### src/design/erq_pkg.sv
`timescale 1ns / 1ps
package erq_pkg;
  localparam int unsigned DEVICES = 4;
  localparam int unsigned SLOTS = 8;
  localparam int unsigned DEV_W = 2;
  localparam int unsigned SLOT_W = $clog2(SLOTS + 1);
  localparam int unsigned SLOT_IDX_W = (SLOTS > 1) ? $clog2(SLOTS) : 1;
  localparam logic [SLOT_W-1:0] NIL_LINK = SLOT_W'(SLOTS);

  localparam logic [2:0] ST_OK       = 3'd0;
  localparam logic [2:0] ST_INVALID  = 3'd1;
  localparam logic [2:0] ST_RANGE    = 3'd2;
  localparam logic [2:0] ST_NO_SLOT  = 3'd3;
  localparam logic [2:0] ST_EMPTY    = 3'd4;

  localparam logic [2:0] REG_DEVICE_COUNT = 3'd0;
  localparam logic [2:0] REG_DEV0_SECTORS = 3'd1;
  localparam logic [2:0] REG_DEV1_SECTORS = 3'd2;
  localparam logic [2:0] REG_DEV2_SECTORS = 3'd3;
  localparam logic [2:0] REG_DEV3_SECTORS = 3'd4;

  localparam logic ACT_SUBMIT = 1'b0;

  typedef struct packed {
    logic              action;
    logic [DEV_W-1:0]  device;
    logic [31:0]       lba;
    logic [31:0]       sector_count;
    logic              is_write;
    logic [31:0]       buffer_handle;
  } req_t;

  typedef struct packed {
    logic [2:0]        status;
    logic [DEV_W-1:0]  out_device;
    logic [31:0]       out_lba;
    logic [31:0]       out_count;
    logic              out_write;
    logic [31:0]       out_buffer;
    logic [2:0]        slot_used;
    logic [31:0]       served_total;
  } rsp_t;

  // Commands from the controller to the datapath.
  typedef struct packed {
    logic load;       // capture the input request
    logic check;      // evaluate submit checks and allocation
    logic walk_init;  // start the sorted walk at the queue head
    logic walk_step;  // advance one linked entry
    logic link;       // write the new entry into the queue
    logic pop;        // remove the head entry
    logic fail;       // form an error result with the given status
    logic [2:0] fail_status;
    logic done_ok_submit;
  } cmd_t;

  // Status from the datapath to the controller.
  typedef struct packed {
    logic is_submit;
    logic sub_invalid;
    logic sub_range;
    logic pool_full;
    logic disp_invalid;
    logic queue_empty;
    logic walk_done;
  } stat_t;
endpackage

### src/design/erq_if.sv
`timescale 1ns / 1ps
interface erq_req_if;
  import erq_pkg::*;
  logic valid;
  logic ready;
  req_t data;
  modport source (output valid, output data, input ready);
  modport sink (input valid, input data, output ready);
endinterface

interface erq_rsp_if;
  import erq_pkg::*;
  logic valid;
  logic ready;
  rsp_t data;
  modport source (output valid, output data, input ready);
  modport sink (input valid, input data, output ready);
endinterface

### src/design/elevator_request_queue_top.sv
`timescale 1ns / 1ps
// Elevator request queue: one result per request. A dispatch or a rejected
// submit has its result decided in S_DECIDE; an accepted submit first walks
// the device's sorted linked list in S_WALK, one queued entry per cycle, over
// 0..SLOTS-1 queued entries, and is then linked in. The next request is
// taken once the result has been delivered.
module elevator_request_queue_top (
  input  logic        clk_i,
  input  logic        rst_ni,
  input  logic        cfg_we_i,
  input  logic [2:0]  cfg_idx_i,
  input  logic [31:0] cfg_data_i,
  erq_req_if.sink     req_if,
  erq_rsp_if.source   rsp_if
);
  import erq_pkg::*;

  cmd_t  cmd;
  stat_t stat;

  erq_ctrl u_ctrl (
    .clk_i, .rst_ni,
    .in_valid_i (req_if.valid),
    .in_ready_o (req_if.ready),
    .out_valid_o(rsp_if.valid),
    .out_ready_i(rsp_if.ready),
    .stat_i     (stat),
    .cmd_o      (cmd)
  );

  erq_datapath u_dp (
    .clk_i, .rst_ni, .cfg_we_i, .cfg_idx_i, .cfg_data_i,
    .req_i  (req_if.data),
    .cmd_i  (cmd),
    .stat_o (stat),
    .rsp_o  (rsp_if.data)
  );
endmodule

### src/design/erq_datapath.sv
`timescale 1ns / 1ps
module erq_datapath (
  input  logic                 clk_i,
  input  logic                 rst_ni,
  input  logic                 cfg_we_i,
  input  logic [2:0]           cfg_idx_i,
  input  logic [31:0]          cfg_data_i,
  input  erq_pkg::req_t        req_i,
  input  erq_pkg::cmd_t        cmd_i,
  output erq_pkg::stat_t       stat_o,
  output erq_pkg::rsp_t        rsp_o
);
  import erq_pkg::*;

  logic [2:0]            dev_cnt_q;
  logic [31:0]           sectors_q [DEVICES];
  logic [SLOTS-1:0]      busy_q;
  logic [31:0]           lba_q [SLOTS];
  logic [31:0]           cnt_q [SLOTS];
  logic                  wr_q  [SLOTS];
  logic [31:0]           buf_q [SLOTS];
  logic [SLOT_W-1:0]     link_q [SLOTS];
  logic [SLOT_W-1:0]     head_q [DEVICES];
  logic [31:0]           served_q;
  req_t                  r_q;
  logic [SLOT_W-1:0]     prev_q, cur_q, free_q;
  logic [SLOT_W-1:0]     steps_q;
  rsp_t                  rsp_q;

  logic [SLOT_W-1:0]     free_d;
  rsp_t                  rsp_d;
  logic [32:0]           end_lba;
  logic [31:0]           size;
  logic [SLOT_IDX_W-1:0] cur_idx, free_idx, prev_idx, head_idx;
  logic                  dev_ok;

  assign dev_ok   = {2'b00, r_q.device} < 4'(DEVICES);
  assign size     = sectors_q[r_q.device];
  assign end_lba  = {1'b0, r_q.lba} + {1'b0, r_q.sector_count};
  assign cur_idx  = cur_q[SLOT_IDX_W-1:0];
  assign free_idx = free_q[SLOT_IDX_W-1:0];
  assign prev_idx = prev_q[SLOT_IDX_W-1:0];
  assign head_idx = head_q[r_q.device][SLOT_IDX_W-1:0];

  // Lowest free slot, priority encoded over the busy flags.
  always_comb begin
    free_d = NIL_LINK;
    for (int i = SLOTS - 1; i >= 0; i--) begin
      if (!busy_q[i]) free_d = SLOT_W'(i);
    end
  end

  always_comb begin
    stat_o.is_submit    = (r_q.action == ACT_SUBMIT);
    stat_o.sub_invalid  = ({1'b0, r_q.device} >= dev_cnt_q) || !dev_ok ||
                          (r_q.sector_count == '0) || (r_q.buffer_handle == '0);
    stat_o.sub_range    = (size != '0) && (end_lba > {1'b0, size});
    stat_o.pool_full    = (free_d == NIL_LINK);
    stat_o.disp_invalid = !dev_ok;
    stat_o.queue_empty  = (head_q[r_q.device] == NIL_LINK);
    stat_o.walk_done    = (cur_q == NIL_LINK) || (steps_q == NIL_LINK) ||
                          (lba_q[cur_idx] > r_q.lba);
  end

  // Configuration registers.
  always_ff @(posedge clk_i or negedge rst_ni) begin
    if (!rst_ni) begin
      dev_cnt_q <= '0;
      for (int i = 0; i < DEVICES; i++) sectors_q[i] <= '0;
    end else if (cfg_we_i) begin
      if (cfg_idx_i == REG_DEVICE_COUNT) begin
        dev_cnt_q <= cfg_data_i[2:0];
      end else if (cfg_idx_i <= REG_DEV3_SECTORS) begin
        sectors_q[2'(cfg_idx_i - 3'd1)] <= cfg_data_i;
      end
    end
  end

  // Queue control state: busy flags, heads and served counter.
  always_ff @(posedge clk_i or negedge rst_ni) begin
    if (!rst_ni) begin
      busy_q   <= '0;
      served_q <= '0;
      for (int i = 0; i < DEVICES; i++) head_q[i] <= NIL_LINK;
    end else begin
      if (cmd_i.link) begin
        busy_q[free_idx] <= 1'b1;
        if (prev_q == NIL_LINK) head_q[r_q.device] <= free_q;
      end
      if (cmd_i.pop) begin
        busy_q[head_idx]    <= 1'b0;
        head_q[r_q.device]  <= link_q[head_idx];
        served_q            <= served_q + 32'd1;
      end
    end
  end

  // Slot storage, request capture and walk registers.
  always_ff @(posedge clk_i) begin
    if (cmd_i.load) r_q <= req_i;
    if (cmd_i.check) free_q <= free_d;
    if (cmd_i.walk_init) begin
      prev_q  <= NIL_LINK;
      cur_q   <= head_q[r_q.device];
      steps_q <= '0;
    end
    if (cmd_i.walk_step) begin
      prev_q  <= cur_q;
      cur_q   <= link_q[cur_idx];
      steps_q <= steps_q + SLOT_W'(1);
    end
    if (cmd_i.link) begin
      lba_q[free_idx]  <= r_q.lba;
      cnt_q[free_idx]  <= r_q.sector_count;
      wr_q[free_idx]   <= r_q.is_write;
      buf_q[free_idx]  <= r_q.buffer_handle;
      link_q[free_idx] <= cur_q;
      if (prev_q != NIL_LINK) link_q[prev_idx] <= free_q;
    end
    if (cmd_i.pop) link_q[head_idx] <= NIL_LINK;
  end

  // Next result: error, accepted submit or dispatched entry.
  always_comb begin
    rsp_d = rsp_q;
    if (cmd_i.fail) begin
      rsp_d              = '0;
      rsp_d.status       = cmd_i.fail_status;
      rsp_d.out_device   = r_q.device;
      rsp_d.served_total = served_q;
    end else if (cmd_i.link) begin
      rsp_d              = '0;
      rsp_d.status       = ST_OK;
      rsp_d.out_device   = r_q.device;
      rsp_d.slot_used    = 3'(free_q);
      rsp_d.served_total = served_q;
    end else if (cmd_i.pop) begin
      rsp_d.status       = ST_OK;
      rsp_d.out_device   = r_q.device;
      rsp_d.out_lba      = lba_q[head_idx];
      rsp_d.out_count    = cnt_q[head_idx];
      rsp_d.out_write    = wr_q[head_idx];
      rsp_d.out_buffer   = buf_q[head_idx];
      rsp_d.slot_used    = 3'(head_q[r_q.device]);
      rsp_d.served_total = served_q + 32'd1;
    end
  end

  // Result register.
  always_ff @(posedge clk_i) begin
    rsp_q <= rsp_d;
  end

  assign rsp_o = rsp_q;
endmodule

### src/design/erq_ctrl.sv
`timescale 1ns / 1ps
module erq_ctrl (
  input  logic           clk_i,
  input  logic           rst_ni,
  input  logic           in_valid_i,
  output logic           in_ready_o,
  output logic           out_valid_o,
  input  logic           out_ready_i,
  input  erq_pkg::stat_t stat_i,
  output erq_pkg::cmd_t  cmd_o
);
  import erq_pkg::*;

  typedef enum logic [2:0] {S_IDLE, S_DECIDE, S_WALK, S_OUT} state_e;
  state_e state_q;
  logic   out_valid_q;

  assign out_valid_o = out_valid_q;
  // A new request is taken only once the last result has been delivered.
  assign in_ready_o  = (state_q == S_IDLE) && !out_valid_q;

  always_comb begin
    cmd_o = '0;
    cmd_o.load = in_valid_i && in_ready_o;
    unique case (state_q)
      S_DECIDE: begin
        cmd_o.check = 1'b1;
        if (stat_i.is_submit) begin
          if (stat_i.sub_invalid) begin
            cmd_o.fail = 1'b1; cmd_o.fail_status = ST_INVALID;
          end else if (stat_i.sub_range) begin
            cmd_o.fail = 1'b1; cmd_o.fail_status = ST_RANGE;
          end else if (stat_i.pool_full) begin
            cmd_o.fail = 1'b1; cmd_o.fail_status = ST_NO_SLOT;
          end else begin
            cmd_o.walk_init = 1'b1;
          end
        end else if (stat_i.disp_invalid) begin
          cmd_o.fail = 1'b1; cmd_o.fail_status = ST_INVALID;
        end else if (stat_i.queue_empty) begin
          cmd_o.fail = 1'b1; cmd_o.fail_status = ST_EMPTY;
        end else begin
          cmd_o.pop = 1'b1;
        end
      end
      S_WALK: begin
        if (stat_i.walk_done) cmd_o.link = 1'b1;
        else cmd_o.walk_step = 1'b1;
        cmd_o.done_ok_submit = stat_i.walk_done;
      end
      default: ;
    endcase
  end

  always_ff @(posedge clk_i or negedge rst_ni) begin
    if (!rst_ni) begin
      state_q     <= S_IDLE;
      out_valid_q <= 1'b0;
    end else begin
      if (out_valid_q && out_ready_i) out_valid_q <= 1'b0;
      unique case (state_q)
        S_IDLE:   if (cmd_o.load) state_q <= S_DECIDE;
        S_DECIDE: begin
          if (cmd_o.walk_init) begin
            state_q <= S_WALK;
          end else begin
            state_q     <= S_IDLE;
            out_valid_q <= 1'b1;
          end
        end
        S_WALK: if (cmd_o.done_ok_submit) begin
          state_q     <= S_IDLE;
          out_valid_q <= 1'b1;
        end
        default: state_q <= S_IDLE;
      endcase
    end
  end
endmodule
### src/flat_wrapper.sv
// flat-port wrapper written by rule: the top's interface ports become plain ports
module elevator_request_queue_top_flat import erq_pkg::*;
  (clk_i, rst_ni, cfg_we_i, cfg_idx_i, cfg_data_i, req_if_valid, req_if_data, req_if_ready, rsp_if_valid, rsp_if_data, rsp_if_ready);
  erq_req_if req_if_i ();
  erq_rsp_if rsp_if_i ();
  input  logic clk_i;
  input  logic rst_ni;
  input  logic cfg_we_i;
  input  logic [2:0] cfg_idx_i;
  input  logic [31:0] cfg_data_i;
  input wire logic [$bits(req_if_i.valid)-1:0] req_if_valid;
  input wire logic [$bits(req_if_i.data)-1:0] req_if_data;
  output wire logic [$bits(req_if_i.ready)-1:0] req_if_ready;
  output wire logic [$bits(rsp_if_i.valid)-1:0] rsp_if_valid;
  output wire logic [$bits(rsp_if_i.data)-1:0] rsp_if_data;
  input wire logic [$bits(rsp_if_i.ready)-1:0] rsp_if_ready;
  assign req_if_i.valid = req_if_valid;
  assign req_if_i.data = req_if_data;
  assign req_if_ready = req_if_i.ready;
  assign rsp_if_valid = rsp_if_i.valid;
  assign rsp_if_data = rsp_if_i.data;
  assign rsp_if_i.ready = rsp_if_ready;
  elevator_request_queue_top u_core (.clk_i(clk_i), .rst_ni(rst_ni), .cfg_we_i(cfg_we_i), .cfg_idx_i(cfg_idx_i), .cfg_data_i(cfg_data_i), .req_if(req_if_i), .rsp_if(rsp_if_i));
endmodule
### config.mk
export PLATFORM = sky130hd
export DESIGN_NAME = elevator_request_queue_top_flat
export DESIGN_NICKNAME = d
export VERILOG_FILES = /design/src/design/erq_pkg.sv /design/src/design/erq_if.sv /design/src/design/elevator_request_queue_top.sv /design/src/design/erq_datapath.sv /design/src/design/erq_ctrl.sv /design/src/flat_wrapper.sv
export SDC_FILE = /design/constraint.sdc
export NUM_CORES = 2
export LEC_CHECK = 0
export BUFFER_PORTS_ARGS = -buffer_cell sky130_fd_sc_hd__buf_4
export CAP_MARGIN = 20
export CORE_AREA = 2 2 333 367
export DETAILED_ROUTE_END_ITERATION = 12
export DIE_AREA = 0 0 335 369
export PLACE_DENSITY = 0.57
export SLEW_MARGIN = 25
export SYNTH_ARGS = -nofsm -noshare
export SYNTH_HDL_FRONTEND = slang
export SYNTH_SLANG_ARGS = --single-unit
### constraint.sdc
create_clock -name clk_i -period 26.3 [get_ports clk_i]
set_clock_uncertainty 0.15 [all_clocks]
set_input_delay 3.945 -clock clk_i [delete_from_list [all_inputs] [get_ports clk_i]]
set_output_delay 3.945 -clock clk_i [all_outputs]
set_load 0.1 [all_outputs]
; ---- Yosys cells after proc, flatten, opt, wreduce, memory -nomap -nowiden
; Memory sizes are Yosys's and may differ from the RTL's. A register that Yosys moved wholly into a read port is not among the register bits.
; Index checks and enable logic that the tools add are counted.
; W data, S select, Z words.
[totals]
regBits = 444
ramBits = 808
output_inout_bits = 139
elab_cells = 170
memories = 5
[op_classes]
add_sub_neg = 4
order_cmp = 12
n_eq_ne = 10
muxes = 76
bitwise = 6
reduce_logical = 26
[mem_list]
columns = name, words, width, rd, rd_ports_with_merged_regs, wr, line_no
row1 = u_core.u_dp.buf_q, 8, 32, 1, 0, 1, erq_datapath.sv:21  ; logic [31:0] buf_q [SLOTS];
row2 = u_core.u_dp.cnt_q, 8, 32, 1, 0, 1, erq_datapath.sv:19  ; logic [31:0] cnt_q [SLOTS];
row3 = u_core.u_dp.lba_q, 8, 32, 2, 1, 1, erq_datapath.sv:18  ; logic [31:0] lba_q [SLOTS];
row4 = u_core.u_dp.link_q, 8, 4, 2, 1, 2, erq_datapath.sv:22  ; logic [SLOT_W-1:0] link_q [SLOTS];
row5 = u_core.u_dp.wr_q, 8, 1, 1, 0, 1, erq_datapath.sv:20  ; logic wr_q [SLOTS];
[op_table]
columns = cell, count
row1 = $mux W137, 3
row2 = $bwmux W128, 1
row3 = $mux W32, 3
row4 = $mux W4, 23
row5 = $bmux W32 S2, 1
row6 = $demux W32 S2, 1
row7 = $logic_not A32 Y1, 2
row8 = $mux W16, 3
row9 = $add A32 B32 Y33, 1
row10 = $gt A33 B32 Y1, 1
row11 = $add A32 B1 Y32 const B, 1
row12 = $bwmux W16, 2
row13 = $gt A32 B32 Y1, 1
row14 = $reduce_bool A32 Y1, 1
row15 = $mux W1, 22
row16 = $eq A4 B4 Y1 const B, 5
row17 = $mux W8, 2
row18 = $mux W3, 5
row19 = $pmux W3 S3, 1
row20 = $and A8 B8 Y8, 1
row21 = $bmux W4 S2, 1
row22 = $demux W4 S2, 1
row23 = $logic_and A1 B1 Y1, 8
row24 = $lt A3 B4 Y1 const B, 2
row25 = 28 further kinds, 42

; ---- Depth between registers and ports, before layout
[depth]
ltp_word = 18
mapped_depth = 26
ltp_nobuf = 24

; ---- Hierarchy
; A second synthesis with hierarchy kept.
[unflattened]
hier_cells = 3276
hier_area_um2 = 54120.7
[by_module_without_submodules]
columns = mod, n_inst, cells_each, area_each_um2, seq_area_each_um2
row1 = erq_datapath, 1, 3241, 53809.1, 35283.8
row2 = erq_ctrl, 1, 35, 311.5, 75.1

; ---- Least setup slack after synthesis
; OpenSTA, ideal clock, no wires.
[synth_path]
path_type = reg-to-reg
start = reg (tool-made name)
end = mem u_core.u_dp.buf_q[0][0], enable pin
setup_time_ns = 0.794
t_arrival_ns = 12.878
path_slack_ns = 12.478
stages_incl_launch_ff = 13
n_path_buf = 4
cell_sequence = dfxtp_1 > buf_2 > buf_1 > buf_1 > mux4_2 > mux2_2 > ha_1 > nand4_1 > nor4_1 > a2bb2oi_1 > o21ai_1 > clkbuf_1 > nor4_1
[synth_lines]
columns = item, line_no
row1 = to (decl), erq_datapath.sv:21

==> impl_results.md <==
- Worst path depth: 13
- Cells after Synth: 3,177
- Most frequent cells in the layout: edfxtp_1, buf_4, mux4_2
- RSZ-0062 raised after global routing: no
- Root buffer cell: clkbuf_16
- Area growth syn-to-layout: 15.32%
- I/O Pins: 279
- GPL Wtd Cong: 0.8694
- Total negative slack: 0 ns
- Cts hold-fix bufs: 0
- Slew @ Worst Pin: 1.018 ns
- Starting Density: 0.4486
- WS Path Type: reg2reg
- Most common cell after layout, fill and taps aside: edfxtp_1
- Reg-to-Reg End: u_core.u_dp.buf_q[1][14]
- GR Util met1: 0.2878
- # resized after CTS: 0
- Hold depth: 1
- Dpl ws: about 19 ns
- Grt peak-use layer: met2
- PwrDens: 128.0 nW/um^2
- Netlist cell types: 64
- Post-synth top flop: edfxtp_1
- Met3 usage: 0.03704
- Syn_nets: 3,423
- Startpoint type of the worst setup path: flop
- Chip Width: 335 microns
- EDFF count, synth: 961
- All-Layer GR Usage: 0.2198
- # nets final: ~3,700
- Worst Path Required: 26.52 ns
- FF+latch count, synth: 1,254
- Post-CTS setup buffer count: 0
- Rel. slew slack: 0.3214
- # setup viols final: 0
- Hold Startpoint: u_core.u_dp.served_q[31]
- Leak pwr: 22.21 nW
- Synth async-reset ratio: 0.1515
- Storage element area: around 36,000 sq um
- Worst EP arrival: 7.72 ns
- CTS Buf Count: 137
- Drt total wl: 134,600 microns
- Initial DRC count: 2,579
- Total gr overflow: 0
- Footprint of the multi-input gates: around 17,000 sq um
- Post-DP HPWL: 83,840 microns
- Fin. Hold Viols: 0
- Fraction of layout cells with a size suffix above 1: 0.2916
- Vias in the first global route: 31,392
- DR WL/cell: around 26 microns
- Nature of the critical path endpoint: flop
- Worst Hold Class: reg2reg
- Status: complete, no violations
- Max_cap viols: 0
- Vias post-DR: approximately 30,000
- Worst hold path endpoint: u_core.u_dp.served_q[31]
- 1st-pass router iterations: 5
- Final worst-path cycle share: 0.2852
- Port bufs: around 280
- Tmin final: 7.500 ns
- Crit-path leading delay family: buffers and inverters
- Initial antenna violation count: 5
- Sequential area share after synthesis: 0.6656
- Core area: ~120,000 sq um
- Max clock buf depth: 3
- Residual DRC: 0
- ANT nets after route: 0
- Util after Layout: 0.5174
- Synth Cell Area: 53,610 sq um
- Flop2flop setup slack: ~19 ns
- Die height: 369 microns
- First-pass GRT wire length: 201,300 microns
- Setup WS post-layout: between 15 and 20 ns
- Warnings from Yosys: 0
- Fill cells: about 9,800
- Pin count of the biggest net entering global routing: 99
- Die area: 123,600 sq um
- Fmax: 133.3 MHz
- Cell Chain, Critical Path: buf_4, mux4_2, mux2_2, ha_1, nand4_1, nor3_1, o311ai_1, a2bb2oi_1, o21a_1, nand2_1, nor3_2, buf_4, buf_4
- CTS tree: yes
- Met2 Usage GRT: 0.3730
- Vias/cell: 5.807
- CP most frequent cell: buf_4
- Clock sinks: approximately 1,300
- Slew Viols, Final: 0
- Reg2Reg Depth: 13
- Slowest stage delay, CP: a little over 0.8 ns
- Worst-path maximum fanout: 55
- Buf/Inv on CP: 3
- Worst-path clk slew: 0.06 ns
- Avg Cell Area, Syn: 16.87 sq um
- CP max stage cell: buf_4
- Worst vdd ir: ~0.10 mV
- Latest clock arrival within the worst-skew pair: just under 0.8 ns
- H-tree levels: 4
- # rows: 133
worst register-to-register path, stage by stage (launching register included):
cell and delay [ns]:
dfxtp_4 0.80, buf_4 0.85, mux4_2 0.62, mux2_2 0.28, ha_1 0.32, nand4_1 0.16
nor3_1 0.45, o311ai_1 0.29, a2bb2oi_1 0.45, o21a_1 0.56, nand2_1 0.30, nor3_2 0.21
buf_4 0.82, buf_4 0.81
kinds of logic (layout without fill, tap and decap cells):
logic type	count (synthesis)	in the layout	share of synthesized area
muxes	603	603	0.1892
adders and majority gates	106	106	0.02488
other	0	1	0
DFF	1254	1254	0.6656
buffers and inverters	256	673	0.02068
xor gates and xnor gates	61	61	0.009967
AOI/OAI and AO/OA	371	371	0.04472
and+or+nand+nor	526	526	0.04500
how the worst max path moves through the flow:
| stage | startpoint | to | slack (ns) |
|---|---|---|---|
| global placement | flop | u_core.u_dp.buf_q[1][11] | 18.97 |
| CTS | flop | u_core.u_dp.buf_q[1][11] | 18.72 |
| global route | flop | u_core.u_dp.cnt_q[1][3] | 18.35 |
| floorplan | flop | u_core.u_dp.buf_q[0][0] | 12.48 |
| finish | flop | u_core.u_dp.buf_q[1][14] | 18.80 |
| detailed placement | flop | u_core.u_dp.buf_q[1][14] | 18.75 |
final cells by class:
type,count,share of cell area
Antenna cell,1,0.00004048
Clock buffer,192,0.06141
Clock inverter,63,0.01042
Inverter,96,0.005910
Multi-Input combinational cell,1667,0.2735
Sequential cell,1254,0.5773
Tap cell,1552,0.03141
Timing Repair Buffer,322,0.04008
through the flow:
stage	power (W)	hold WS (ns)	cell area [sq um]	instances
2_1_floorplan	0.005204	0.3068	53610	3177
3_3_place_gp	0.006040	0.3230	57340	4890
3_5_place_dp	0.006108	0.3369	57370	4891
4_1_cts	0.008013	0.3467	61810	5146
5_1_grt	0.008296	0.3577	61820	5147
6_report	0.007911	0.3493	61820	5147
report_power, final:
part	switching [W]	leakage, nW	internal (W)
registers	0.000269	11.9	0.00251
logic	0.00208	8.13	0.00117
clock network	0.000789	2.17	0.00110
state kept, by name, indices dropped and copies added, names as in the netlist, named ones only:
name                       count
u_core.u_dp.lba_q            256
u_core.u_dp.served_q          32
u_core.u_dp.prev_q             4
u_core.u_dp.free_q             4
u_core.u_ctrl.out_valid_o      1
u_core.u_dp.r_q              100
u_core.u_dp.link_q            32
u_core.u_dp.dev_cnt_q          3
u_core.u_dp.head_q            16
u_core.u_ctrl.state_q          2
u_core.u_dp.busy_q             8
u_core.u_dp.wr_q               8
u_core.u_dp.steps_q            4
u_core.u_dp.buf_q            256
u_core.u_dp.sectors_q        128
u_core.u_dp.rsp_o            137
u_core.u_dp.cnt_q            256
u_core.u_dp.cur_q              4
cell usage after synthesis (all sizes together) (33+ instances only):
cell type | instances | area [sq um]
inv | 96 | 360.4
xnor2 | 40 | 350.3
edfxtp | 961 | 28860
nor2 | 231 | 867.1
clkbuf | 86 | 322.8
nand4 | 33 | 206.5
dfxtp | 103 | 2062
o21ai | 81 | 409.1
dfrtp | 186 | 4654
mux4 | 309 | 6959
nand3 | 39 | 200.2
a211oi | 107 | 823.3
mux2 | 190 | 2140
mux2i | 104 | 1041
buf | 74 | 425.4
nand2 | 102 | 382.9
ha | 105 | 1314
a21oi | 85 | 425.4
per-layer routing:
metal | up-vias | part of all wire
met1 | 15538 | 0.41
met4 | 2 | 0.029
met5 | - | 0.000059
met2 | 931 | 0.50
li1 | 13212 | -
met3 | 204 | 0.059
(Power assumes the default switching activity.)
